## src/rtl/btlv_pkg.sv

```systemverilog
// ----------------------------------------------------------------------------
// btlv_pkg: shared types and constants for the BER-TLV stream parser
// Phase codes, result kinds, error codes, nesting limits, and the structs
// that run between the parser core and its row of level cells.
// ----------------------------------------------------------------------------
package btlv_pkg;

	// nesting limit and level indexing (level 0 is the whole buffer)
	localparam int MAX_DEPTH = 8;
	localparam int LEVELS    = MAX_DEPTH + 1;
	localparam int LVL_W     = $clog2(LEVELS);
	localparam int DEPTH_W   = 4;

	// port widths
	localparam int IN_DATA_W  = 24;
	localparam int OUT_DATA_W = 64;

	// parse phase codes
	localparam logic [2:0] PH_TAG1  = 3'd0;
	localparam logic [2:0] PH_TAGN  = 3'd1;
	localparam logic [2:0] PH_LEN1  = 3'd2;
	localparam logic [2:0] PH_LENN  = 3'd3;
	localparam logic [2:0] PH_VALUE = 3'd4;

	// result kinds
	localparam logic [2:0] KIND_HDR_BYTE = 3'd0;
	localparam logic [2:0] KIND_HDR_DONE = 3'd1;
	localparam logic [2:0] KIND_VALUE    = 3'd2;
	localparam logic [2:0] KIND_SKIP     = 3'd3;
	localparam logic [2:0] KIND_ERROR    = 3'd4;

	// error codes
	localparam logic [2:0] ERR_NONE     = 3'd0;
	localparam logic [2:0] ERR_TAG_LONG = 3'd1;
	localparam logic [2:0] ERR_BAD_LEN  = 3'd2;
	localparam logic [2:0] ERR_TRUNC    = 3'd3;
	localparam logic [2:0] ERR_OVERRUN  = 3'd4;

	// tag / length header byte masks
	localparam logic [7:0] TAG_NUM_MASK  = 8'h1F;
	localparam logic [7:0] LEN_LONG_1    = 8'h81;
	localparam logic [7:0] LEN_LONG_2    = 8'h82;
	localparam logic [1:0] TAG_EXTRA_MAX = 2'd3;

	// per-item request broadcast to every level cell
	typedef struct packed {
		logic             go;
		logic             start;
		logic [15:0]      blen;
		logic [LVL_W-1:0] d;
	} lvl_req_t;

	// per-item update broadcast to every level cell
	typedef struct packed {
		logic        run;
		logic        open;
		logic [15:0] open_len;
		logic        err;
	} lvl_upd_t;

	// level cell status back to the core
	typedef struct packed {
		logic        live;
		logic [15:0] rem;
		logic        nz;
		logic        skip;
	} lvl_sts_t;

	// one result item
	typedef struct packed {
		logic [2:0]         kind;
		logic [31:0]        tag;
		logic [15:0]        length;
		logic               constructed;
		logic [DEPTH_W-1:0] depth;
		logic [7:0]         value_byte;
		logic [2:0]         error_code;
		logic               buffer_end;
	} item_t;

endpackage

```

## src/rtl/btlv_level_cell.sv

```systemverilog
// ----------------------------------------------------------------------------
// btlv_level_cell: one nesting level of the parser
// Holds the remaining byte count and the skip flag of its level, counts down
// while the level encloses the current element, and reloads when opened.
// ----------------------------------------------------------------------------
module btlv_level_cell (
	input  logic                    clk,
	input  logic                    arst_n,
	input  logic [btlv_pkg::LVL_W-1:0] idx,
	input  btlv_pkg::lvl_req_t      req,
	input  btlv_pkg::lvl_upd_t      upd,
	output btlv_pkg::lvl_sts_t      sts
);
	import btlv_pkg::*;

	logic [15:0]      rem_q;
	logic             skip_q;
	logic [15:0]      cur;
	logic             skp;
	logic             active;
	logic [15:0]      dec;
	logic [LVL_W-1:0] d_up;
	logic             popped;
	logic             is_child;

	// effective view after an optional restart, then the count-down
	always_comb begin
		cur      = req.start ? ((idx == '0) ? req.blen : 16'd0) : rem_q;
		skp      = req.start ? 1'b0 : skip_q;
		active   = (idx <= req.d);
		dec      = (active && cur != 16'd0) ? cur - 16'd1 : cur;
		d_up     = req.d + 1'b1;
		is_child = upd.open && (idx == d_up);
		popped   = !upd.open && (idx != '0) && active && (dec == 16'd0);
	end

	assign sts.live = (cur != 16'd0);
	assign sts.rem  = dec;
	assign sts.nz   = (dec != 16'd0);
	assign sts.skip = skp;

	// level state update
	always_ff @(posedge clk or negedge arst_n) begin
		if (!arst_n) begin
			rem_q  <= 16'd0;
			skip_q <= 1'b0;
		end else if (req.go) begin
			if (!upd.run) begin
				rem_q  <= cur;
				skip_q <= skp;
			end else begin
				rem_q <= is_child ? upd.open_len : dec;
				if (popped || is_child)
					skip_q <= 1'b0;
				else if (upd.err && idx == req.d)
					skip_q <= 1'b1;
				else
					skip_q <= skp;
			end
		end
	end

endmodule

```

## src/rtl/btlv_core.sv

```systemverilog
// ----------------------------------------------------------------------------
// btlv_core: header/value phase logic and the row of level cells
// Decodes one byte per accepted item into one result, updates the tag and
// length accumulators, and opens and closes nesting levels.
// ----------------------------------------------------------------------------
module btlv_core (
	input  logic          clk,
	input  logic          arst_n,
	input  logic          acc,
	input  logic [7:0]    data_byte,
	input  logic          start_req,
	input  logic [15:0]   buffer_len,
	output btlv_pkg::item_t res
);
	import btlv_pkg::*;

	logic [2:0]       phase_q, phase_e, phase_n;
	logic [31:0]      tag_q, tag_e, tag_n;
	logic [1:0]       tcnt_q, tcnt_e, tcnt_n;
	logic [15:0]      len_q, len_e, len_n;
	logic [1:0]       lbl_q, lbl_e, lbl_n;
	logic             cons_q, cons_e, cons_n;
	logic [LVL_W-1:0] depth_q, d, depth_n;
	logic [15:0]      vleft_q, vleft_e, vleft_n;

	lvl_req_t         req;
	lvl_upd_t         upd;
	lvl_sts_t         sts [LEVELS];

	logic             live0;
	logic [15:0]      left;
	logic             skipping;
	logic             complete;
	logic             open;
	logic [2:0]       err;

	// restart view of the registers
	always_comb begin
		phase_e = start_req ? PH_TAG1 : phase_q;
		tag_e   = start_req ? 32'd0 : tag_q;
		tcnt_e  = start_req ? 2'd0 : tcnt_q;
		len_e   = start_req ? 16'd0 : len_q;
		lbl_e   = start_req ? 2'd0 : lbl_q;
		cons_e  = start_req ? 1'b0 : cons_q;
		d       = start_req ? '0 : depth_q;
		vleft_e = start_req ? 16'd0 : vleft_q;
	end

	assign req.go    = acc;
	assign req.start = start_req;
	assign req.blen  = buffer_len;
	assign req.d     = d;

	// row of level cells
	for (genvar g = 0; g < LEVELS; g++) begin : g_lvl
		btlv_level_cell u_cell (
			.clk    (clk),
			.arst_n (arst_n),
			.idx    (LVL_W'(g)),
			.req    (req),
			.upd    (upd),
			.sts    (sts[g])
		);
	end

	assign live0    = sts[0].live;
	assign left     = sts[d].rem;
	assign skipping = sts[d].skip;

	// byte decode, header completion, errors and level closing
	always_comb begin
		phase_n  = phase_e;
		tag_n    = tag_e;
		tcnt_n   = tcnt_e;
		len_n    = len_e;
		lbl_n    = lbl_e;
		cons_n   = cons_e;
		depth_n  = d;
		vleft_n  = vleft_e;
		res      = '0;
		res.kind = KIND_SKIP;
		complete = 1'b0;
		open     = 1'b0;
		err      = ERR_NONE;
		if (live0) begin
			res.kind  = KIND_HDR_BYTE;
			res.depth = DEPTH_W'(d);
			if (skipping) begin
				res.kind = KIND_SKIP;
			end else begin
				unique case (phase_e)
					PH_TAGN: begin
						tag_n  = {tag_e[23:0], data_byte};
						tcnt_n = tcnt_e + 2'd1;
						if (data_byte[7] && tcnt_n == TAG_EXTRA_MAX) begin
							err = ERR_TAG_LONG;
						end else begin
							if (!data_byte[7])
								phase_n = PH_LEN1;
							if (left == 16'd0)
								err = ERR_TRUNC;
						end
					end
					PH_LEN1: begin
						if (!data_byte[7]) begin
							len_n    = {8'd0, data_byte};
							complete = 1'b1;
						end else if (data_byte == LEN_LONG_1 || data_byte == LEN_LONG_2) begin
							len_n   = 16'd0;
							lbl_n   = data_byte[1:0];
							phase_n = PH_LENN;
							if (left == 16'd0)
								err = ERR_TRUNC;
						end else begin
							err = ERR_BAD_LEN;
						end
					end
					PH_LENN: begin
						len_n = {len_e[7:0], data_byte};
						lbl_n = (lbl_e != 2'd0) ? lbl_e - 2'd1 : 2'd0;
						if (lbl_n == 2'd0)
							complete = 1'b1;
						else if (left == 16'd0)
							err = ERR_TRUNC;
					end
					PH_VALUE: begin
						res.kind       = KIND_VALUE;
						res.value_byte = data_byte;
						vleft_n        = (vleft_e != 16'd0) ? vleft_e - 16'd1 : 16'd0;
						if (vleft_n == 16'd0)
							phase_n = PH_TAG1;
					end
					default: begin
						tag_n   = {24'd0, data_byte};
						tcnt_n  = 2'd0;
						cons_n  = data_byte[5];
						phase_n = ((data_byte & TAG_NUM_MASK) == TAG_NUM_MASK) ?
							PH_TAGN : PH_LEN1;
						if (left == 16'd0)
							err = ERR_TRUNC;
					end
				endcase
			end

			// completed header
			if (complete) begin
				if (len_n > left) begin
					err = ERR_OVERRUN;
				end else begin
					res.kind        = KIND_HDR_DONE;
					res.tag         = tag_n;
					res.length      = len_n;
					res.constructed = cons_n;
					phase_n         = PH_TAG1;
					if (len_n != 16'd0) begin
						if (cons_n && d < LVL_W'(MAX_DEPTH)) begin
							open = 1'b1;
						end else begin
							vleft_n = len_n;
							phase_n = PH_VALUE;
						end
					end
				end
			end

			if (err != ERR_NONE) begin
				res.kind       = KIND_ERROR;
				res.error_code = err;
				phase_n        = PH_TAG1;
			end

			// new depth: deepest enclosing level with bytes left
			if (open) begin
				depth_n = d + 1'b1;
			end else begin
				depth_n = '0;
				for (int i = 1; i < LEVELS; i++) begin
					if (LVL_W'(i) <= d && sts[i].nz)
						depth_n = LVL_W'(i);
				end
				if (depth_n != d)
					phase_n = PH_TAG1;
			end

			if (!sts[0].nz) begin
				res.buffer_end = 1'b1;
				phase_n        = PH_TAG1;
			end
		end
	end

	assign upd.run      = live0;
	assign upd.open     = open;
	assign upd.open_len = len_n;
	assign upd.err      = (err != ERR_NONE);

	// parse state registers
	always_ff @(posedge clk or negedge arst_n) begin
		if (!arst_n) begin
			phase_q <= PH_TAG1;
			tag_q   <= 32'd0;
			tcnt_q  <= 2'd0;
			len_q   <= 16'd0;
			lbl_q   <= 2'd0;
			cons_q  <= 1'b0;
			depth_q <= '0;
			vleft_q <= 16'd0;
		end else if (acc) begin
			phase_q <= phase_n;
			tag_q   <= tag_n;
			tcnt_q  <= tcnt_n;
			len_q   <= len_n;
			lbl_q   <= lbl_n;
			cons_q  <= cons_n;
			depth_q <= depth_n;
			vleft_q <= vleft_n;
		end
	end

endmodule

```

## src/rtl/ber_tlv_stream_parser.sv

```systemverilog
// ----------------------------------------------------------------------------
// ber_tlv_stream_parser: streaming BER-TLV parser, one byte per item
// Top level: parser core plus a two-entry output buffer.
// ----------------------------------------------------------------------------
// Usage:
//   Input channel s_*: one buffer byte per item. s_tuser marks the first byte
//   of a new buffer; buffer_len rides with every byte and is sampled only on
//   that first byte. A restart abandons any buffer still being parsed.
//   Output channel m_*: exactly one result item per input item, in order.
//   m_tuser gives the kind (header byte, header complete, value byte,
//   skipped, error); m_tlast flags the byte that exhausts the buffer.
//   Each result is held in the main output register, or in the skid register
//   while the output stalls. Throughput: one byte per cycle while s_tready is
//   high; each byte updates the phase registers and the row of level counters.
//   Stall: the output keeps a main register and a skid register, so one more
//   byte is taken while a result waits; s_tready drops only when both hold.
//   Reset: clears the parse state and all level counters; bytes that arrive
//   before any buffer start come out as skipped items.
// ----------------------------------------------------------------------------
module ber_tlv_stream_parser (
	input  logic                              clk,
	input  logic                              arst_n,
	input  logic                              s_tvalid,
	output logic                              s_tready,
	input  logic [btlv_pkg::IN_DATA_W-1:0]    s_tdata,  // data_byte[7:0], buffer_len[23:8]
	input  logic [0:0]                        s_tuser,  // start_req[0]
	output logic                              m_tvalid,
	input  logic                              m_tready,
	output logic [btlv_pkg::OUT_DATA_W-1:0]   m_tdata,  // tag[31:0], length[47:32],
	                                                    // constructed[48], depth[52:49],
	                                                    // value_byte[60:53], error_code[63:61]
	output logic [2:0]                        m_tuser,  // kind[2:0]
	output logic                              m_tlast   // buffer_end
);
	import btlv_pkg::*;

	logic  acc;
	item_t res;
	item_t out_q;
	item_t skid_q;
	logic  out_v_q;
	logic  skid_v_q;
	logic  out_free;

	assign s_tready = !skid_v_q;
	assign acc      = s_tvalid && s_tready;
	assign out_free = !out_v_q || m_tready;

	btlv_core u_core (
		.clk        (clk),
		.arst_n     (arst_n),
		.acc        (acc),
		.data_byte  (s_tdata[7:0]),
		.start_req  (s_tuser[0]),
		.buffer_len (s_tdata[23:8]),
		.res        (res)
	);

	// output register with skid entry
	always_ff @(posedge clk or negedge arst_n) begin
		if (!arst_n) begin
			out_v_q  <= 1'b0;
			skid_v_q <= 1'b0;
		end else if (out_free) begin
			if (skid_v_q) begin
				out_v_q  <= 1'b1;
				skid_v_q <= 1'b0;
			end else begin
				out_v_q <= acc;
			end
		end else if (acc) begin
			skid_v_q <= 1'b1;
		end
	end

	always_ff @(posedge clk) begin
		if (out_free) begin
			if (skid_v_q)
				out_q <= skid_q;
			else if (acc)
				out_q <= res;
		end else if (acc) begin
			skid_q <= res;
		end
	end

	assign m_tvalid = out_v_q;
	assign m_tuser  = out_q.kind;
	assign m_tlast  = out_q.buffer_end;
	assign m_tdata  = {out_q.error_code, out_q.value_byte, out_q.depth,
		out_q.constructed, out_q.length, out_q.tag};

endmodule

```

## config.mk

```make
export PLATFORM = sky130hd
export DESIGN_NAME = ber_tlv_stream_parser
export DESIGN_NICKNAME = d
export VERILOG_FILES = /design/src/rtl/btlv_pkg.sv /design/src/rtl/btlv_level_cell.sv /design/src/rtl/btlv_core.sv /design/src/rtl/ber_tlv_stream_parser.sv
export SDC_FILE = /design/constraint.sdc
export NUM_CORES = 1
export LEC_CHECK = 0
export BUFFER_PORTS_ARGS = -buffer_cell sky130_fd_sc_hd__buf_2
export CORE_MARGIN = 4
export CORE_UTILIZATION = 34
export DETAILED_ROUTE_END_ITERATION = 10
export PLACE_DENSITY = 0.48
export SYNTH_ARGS = -nofsm -noshare
export SYNTH_HDL_FRONTEND = slang
export SYNTH_SLANG_ARGS = --single-unit
export TNS_END_PERCENT = 1
```

## constraint.sdc

```tcl
create_clock -name clk -period 10.75 [get_ports clk]
set_input_delay 2.15 -clock clk [delete_from_list [all_inputs] [get_ports clk]]
set_output_delay 2.15 -clock clk [all_outputs]
set_load 0.01 [all_outputs]
```

Word level (Yosys, flattened, before mapping). Index checks and enable logic that the tools add are counted.

Register bits after elaboration: 367. Bits of input ports: 29. Output and inout bits: 70. Logic and storage cells: 384.

$add $sub $neg: 13. Order comparisons: 12. Eq/ne operators: 25. Mux-type cells: 179. Bitwise operators: 2. Reduce and logical (&&, ||, !) cells: 109.

Operators by type and width (number): $mux 16 (51); $reduce_bool 16->1 (20); $mux 68 (3); $logic_not 16->1 (10); $sub 16x1->16 const B (10); $mux 52 (2); $mux 32 (3); $mux 3 (30); $bmux 19 s4 (1); $pmux 32 s2 (1); $mux 1 (56); $logic_and 1x1->1 (54); $mux 18 (2); $eq 3x4->1 const A (8); $mux 2 (16); $pmux 16 s2 (1); $mux 4 (6); $pmux 3 s4 (2); $eq 2x4->1 const A (4); $eq 8x8->1 const B (2); $gt 16x16->1 (1); $le 3x4->1 const A (4); $mux 8 (2); $logic_or 1x1->1 (10); other kinds (28) (41).

Longest topological paths before layout.
Depth in word-level cells: 23. Mapped depth: 33.

By module. Synthesis repeated with hierarchy kept, for this count alone.

Cells, all modules: 3948. Area, all modules: 32693.9 um^2.

Modules (own cells, without submodules): btlv_level_cell (instances 9, cells each 300, area each 2177.1 um^2, seq. area each 425.4 um^2); btlv_core (instances 1, cells each 1026, area each 7761.2 um^2, seq. area each 1901.8 um^2); ber_tlv_stream_parser (instances 1, cells each 222, area each 5338.9 um^2, seq. area each 4134.0 um^2).

Worst setup path after synthesis. Ideal clock, no wire load.

Path type: input port to flip-flop. Start point: input s_tuser. End point: register u_core.g_lvl[2].u_cell.rem_q[14]. Library setup time: 0.122 ns. Arrival: 8.965 ns. Data required time: 10.628 ns. Setup slack: 1.664 ns. Cell stages on the path: 29. Buffers on the path: 8. Path through: buf_2 buf_2 buf_1 nand2b_1 clkbuf_1 clkbuf_1 ha_1 or2_2 buf_1 o22ai_1 nor3_1 nor4b_1 xnor2_1 a221o_1 a2111oi_0 o22ai_1 inv_1 ha_1 nand3_1 nor2_1 a211o_1 o31ai_1 nor3b_1 o211ai_1 nor3_1 clkbuf_1 buf_1 nand2_1 a32o_1.

Word-level cells in the longest chain between the ends: 17. Elaborated cells on any way between the ends: 109. Classes of those cells: add/sub: 11; order compare: 11; eq/ne: 5; mux: 57; bitwise: 1; reduce/logical: 24.

RTL lines: from (decl) (line ber_tlv_stream_parser.sv:26) `input logic [0:0] s_tuser,`; branches (longest 16 deep; another with $sub 16x1->16); $mux 16 (*) (line btlv_level_cell.sv:48) `if (!upd.run) begin`; to (signal assigned) (line btlv_level_cell.sv:49) `rem_q <= cur;`; to (signal assigned) (line btlv_level_cell.sv:52) `rem_q <= is_child ? upd.open_len : dec;`; to (decl) (line btlv_level_cell.sv:16) `logic [15:0] rem_q;`.

Every way passes the cells marked *. The select of a mux whose other input is x is not followed. A chain may end at the register's enable or synchronous reset.

Worst setup path in the final report.
Start point: input s_tuser. End point: register u_core.g_lvl[1].u_cell.rem_q[0].

Word-level cells in the longest chain between the ends: 17. Elaborated cells on any way between the ends: 109. Classes of those cells: add/sub: 11; order compare: 11; eq/ne: 5; mux: 57; bitwise: 1; reduce/logical: 24.

RTL lines (line): branches (longest 16 deep; another with $sub 16x1->16); $mux 16 (*) (btlv_level_cell.sv:48); to (signal assigned) (btlv_level_cell.sv:49); to (signal assigned) (btlv_level_cell.sv:52); to (decl) (btlv_level_cell.sv:16).

Marked as above.

==> metrics.yaml <==
status:
  status: "complete, no violations"
cts:
  clock_latency_ns: 0.62
  cts_tree: "done"
  cts_hold_buf: 0
  cts_setup_buffers: 0
  cts_buffers: 47
  clkSinkCount: 367
  root_buffer: "clkbuf_16"
  post_cts_resized: 0
  htree_levels: 2
  clk_pin_slew_ns: 0.07
  cts_buffer_depth: 3
final_layout:
  utilization: 0.3855
  drive_above_1_share: 0.1254
  fillers: 7859
  final_cell_mix: "nand2_1, o21ai_0, nor2_1"
  nets: 3214
  mostFrequentLayoutCell: "nand2_1"
  synthToLayoutAreaGrowth_pct: 12.09
  regArea_mm2: 0.009866
  multi_input_area_mm2: 0.01523
route:
  viasPerCell: 6.409
  drt-met1-wl_mm: 51.70
  postRouteAntennaNets: 0
  met3_wirelength_mm: 10.97
  drc: 0
  drtIter0Drc: 3377
  top_layer: "met5"
  first_pass_iters: 7
  avgRoutedWirePerCell_um: 28.95
  vias: 27104
  routed-wl-met2_mm: 53.64
  drt-total-wl_mm: 122.4
synth:
  syn_area_mm2: 0.02621
  synth_cells: 3185
  syn_nets: 3240
  synth-seq-cells: 367
  synth-edff-count: 136
  ys.flop_type: "dfrtp_1"
  ys_seq_area_frac: 0.3764
  async_reset_ff_frac: 0.6294
  synth_cell_types: 95
  yosysWarningCount: 0
  syn_area_per_cell_um2: 8.228
power:
  p_sw_mw: 1.661
  leakage_nw: 11.42
  p_sw_frac: 0.3707
  intPower_mw: 2.820
  powerDensity_mw_per_mm2: 152.6
  p_clk_frac: 0.360
  combPwrFrac: 0.268
  ir_drop_uv: 110.1
  seq_power_share: 0.372
placed_design:
  dp_hpwl_mm: 85.43
  io_buffers: 98
  globalplace.congestion: 1.019
sta:
  setup_violations: 0
  tightest_slew_ns: 1.333
  rsz0062_at_grt: "no"
  fin_crit_ns: 9.292
  finalSetupTns_ns: 0
  slew_violations: 0
  fmax_ghz: 0.1076
  period_share: 0.8644
  fin_skew_ns: 0.02943
  slew_headroom: 0.1112
  hold_viol: 0
global_routing:
  grtUsageTotal: 0.2904
  grt_max_degree: 108
  first_global_vias: 25729
  antenna_found_initial: 6
  grt_pass1_wl_mm: 180.4
  grt-ovfl-total: 0
critical_path:
  cp-end-kind: "flip-flop"
  startpoint: "s_tuser"
  crit_path_start_kind: "input pin"
  worstPathMaxFanout: 30
  required_ns: 11.22
  r2r-start: "u_core.depth_q[0]$_DFFE_PN0P_"
  arrival_ns: 9.76
  path_class: "in -> reg"
floorplan:
  die_h_um: 285.6
  io_pins: 99
  dieArea_mm2: 0.08158
  rows: 101
  start_util: 0.3439
  die_w_um: 285.6
  core_region_area_mm2: 0.07620
min_path:
  hold_class: "reg -> reg"
  min_from: "u_core.g_lvl[0].u_cell.skip_q$_DFFE_PN0P_"
run:
  maxCapViolations: 0
[worst paths after layout]
kind	slack, ns	cells after the start	to
worst min register to register	0.49	2	u_core.g_lvl[0].u_cell.skip_q$_DFFE_PN0P_
worst max register to register	2.87	25	u_core.g_lvl[1].u_cell.rem_q[0]$_DFFE_PN0P_
worst min-delay path	0.49	2	u_core.g_lvl[0].u_cell.skip_q$_DFFE_PN0P_
max in group asynchronous	7.80	2	skid_v_q$_DFFE_PN0P_
worst max-delay path	1.46	25	u_core.g_lvl[1].u_cell.rem_q[0]$_DFFE_PN0P_
min in group asynchronous	1.47	1	u_core.g_lvl[1].u_cell.skip_q$_DFFE_PN0P_
[metal layers]
layer	vias up	track usage
li1	11968	-
met1	13383	0.3986
met2	1448	0.4454
met3	303	0.05777
met4	2	0.1243
met5	-	0
[final cells by class]
cell class,instances,area share
Antenna cell,1,0.00008519
Clock buffer,58,0.04247
Clock inverter,30,0.009456
Inverter,62,0.008008
Multi-Input combinational cell,2491,0.5186
Sequential cell,367,0.3359
Tap cell,1030,0.04387
Timing Repair Buffer,190,0.04162
[per-stage QoR]
stage / total power [mW] / hold slack [ns] / area [um2] / worst slack, ns / cells
finish: 4.481 / 0.4897 / 29370 / 1.458 / 4229
global route: 4.670 / 0.5078 / 29370 / 1.030 / 4228
CTS: 4.493 / 0.4916 / 29370 / 1.754 / 4228
detailed placement: 2.868 / 0.4754 / 27850 / 1.113 / 4140
global placement: 2.865 / 0.4734 / 27840 / 1.185 / 4140
floorplan: 2.382 / 0.4450 / 26210 / 1.664 / 3185
[kinds of logic after synthesis]
group | count (synthesis) | share of synthesized area
AOI/OAI and AO/OA | 1087 | 0.2763
muxes | 87 | 0.03586
DFF | 367 | 0.3764
buffers and inverters | 327 | 0.04841
xor gates and xnor gates | 45 | 0.01504
adders and majority gates | 26 | 0.01241
and+or+nand+nor | 1246 | 0.2356
[power by group through the flow]
stage	combinational (mW)	sequential (mW)	clock (mW)
final	1.20	1.67	1.61
after global placement	1.18	1.69	0
after detailed placement	1.18	1.69	0
after global routing	1.29	1.68	1.70
after floorplan	0.723	1.66	0
after CTS	1.18	1.66	1.65
[state kept, by name (all words and copies together), names as in the netlist, 4 cells and up]
signal                      flops
u_core.g_lvl.u_cell.rem_q     144
skid_q                         68
m_tdata                        64
u_core.tag_q                   32
u_core.len_q                   16
u_core.vleft_q                 16
u_core.g_lvl.u_cell.skip_q      9
u_core.depth_q                  4
[critical path, cell delays in order]
cell	delay, ns
buf_6	0.27
nand2b_1	0.44
clkinv_1	0.16
buf_4	0.27
ha_1	0.30
nor3_1	0.64
nand2_1	0.11
a221o_1	0.43
a2111oi_0	0.74
a211oi_1	0.13
o2111ai_1	0.42
ha_1	0.21
nor2b_1	0.04
o21a_1	0.17
o21a_1	0.16
o21ai_0	0.17
a221oi_1	0.11
o31ai_1	0.35
nor3b_2	0.27
buf_4	0.33
o211a_1	0.58
nand4_1	0.65
a21oi_1	0.32
o21ai_0	0.10
o2bb2ai_1	0.15
[synthesized netlist by cell type, types with 10 or more instances]
library cell	number	area, um2
and4_1	10	87.58
a21oi_1	234	1171
a211o_1	11	96.34
nor2b_1	22	137.6
o21a_1	14	105.1
o211ai_1	34	255.2
o31a_1	12	105.1
nand2_1	383	1438
o31ai_1	61	457.9
a21boi_0	10	75.07
a31oi_1	49	306.5
a22o_1	64	560.5
o22ai_1	16	100.1
nor2_1	285	1070
dfrtp_1	231	5781
o21ai_0	294	1471
nand4_1	41	256.5
nand2b_1	19	118.9
clkbuf_1	200	750.7
nor3_1	118	590.6
and3_1	35	219.0
or3_1	47	294.0
a211oi_1	32	240.2
buf_2	21	105.1
o2bb2ai_1	15	131.4
xnor2_1	40	350.3
or4_1	22	165.2
a32o_1	31	310.3
or2_2	22	137.6
mux2_2	45	506.7
a22oi_1	25	187.7
buf_1	42	157.7
o221ai_1	12	105.1
inv_1	59	221.5
o32ai_1	10	87.58
edfxtp_1	136	4084
nor4_1	69	431.7
a21o_1	20	150.1
ha_1	26	325.3
mux2i_1	41	410.4
nand3_1	54	270.3
and2_1	62	387.9
o311ai_0	18	157.7
Note: power is estimated with default switching activity, not from simulation.
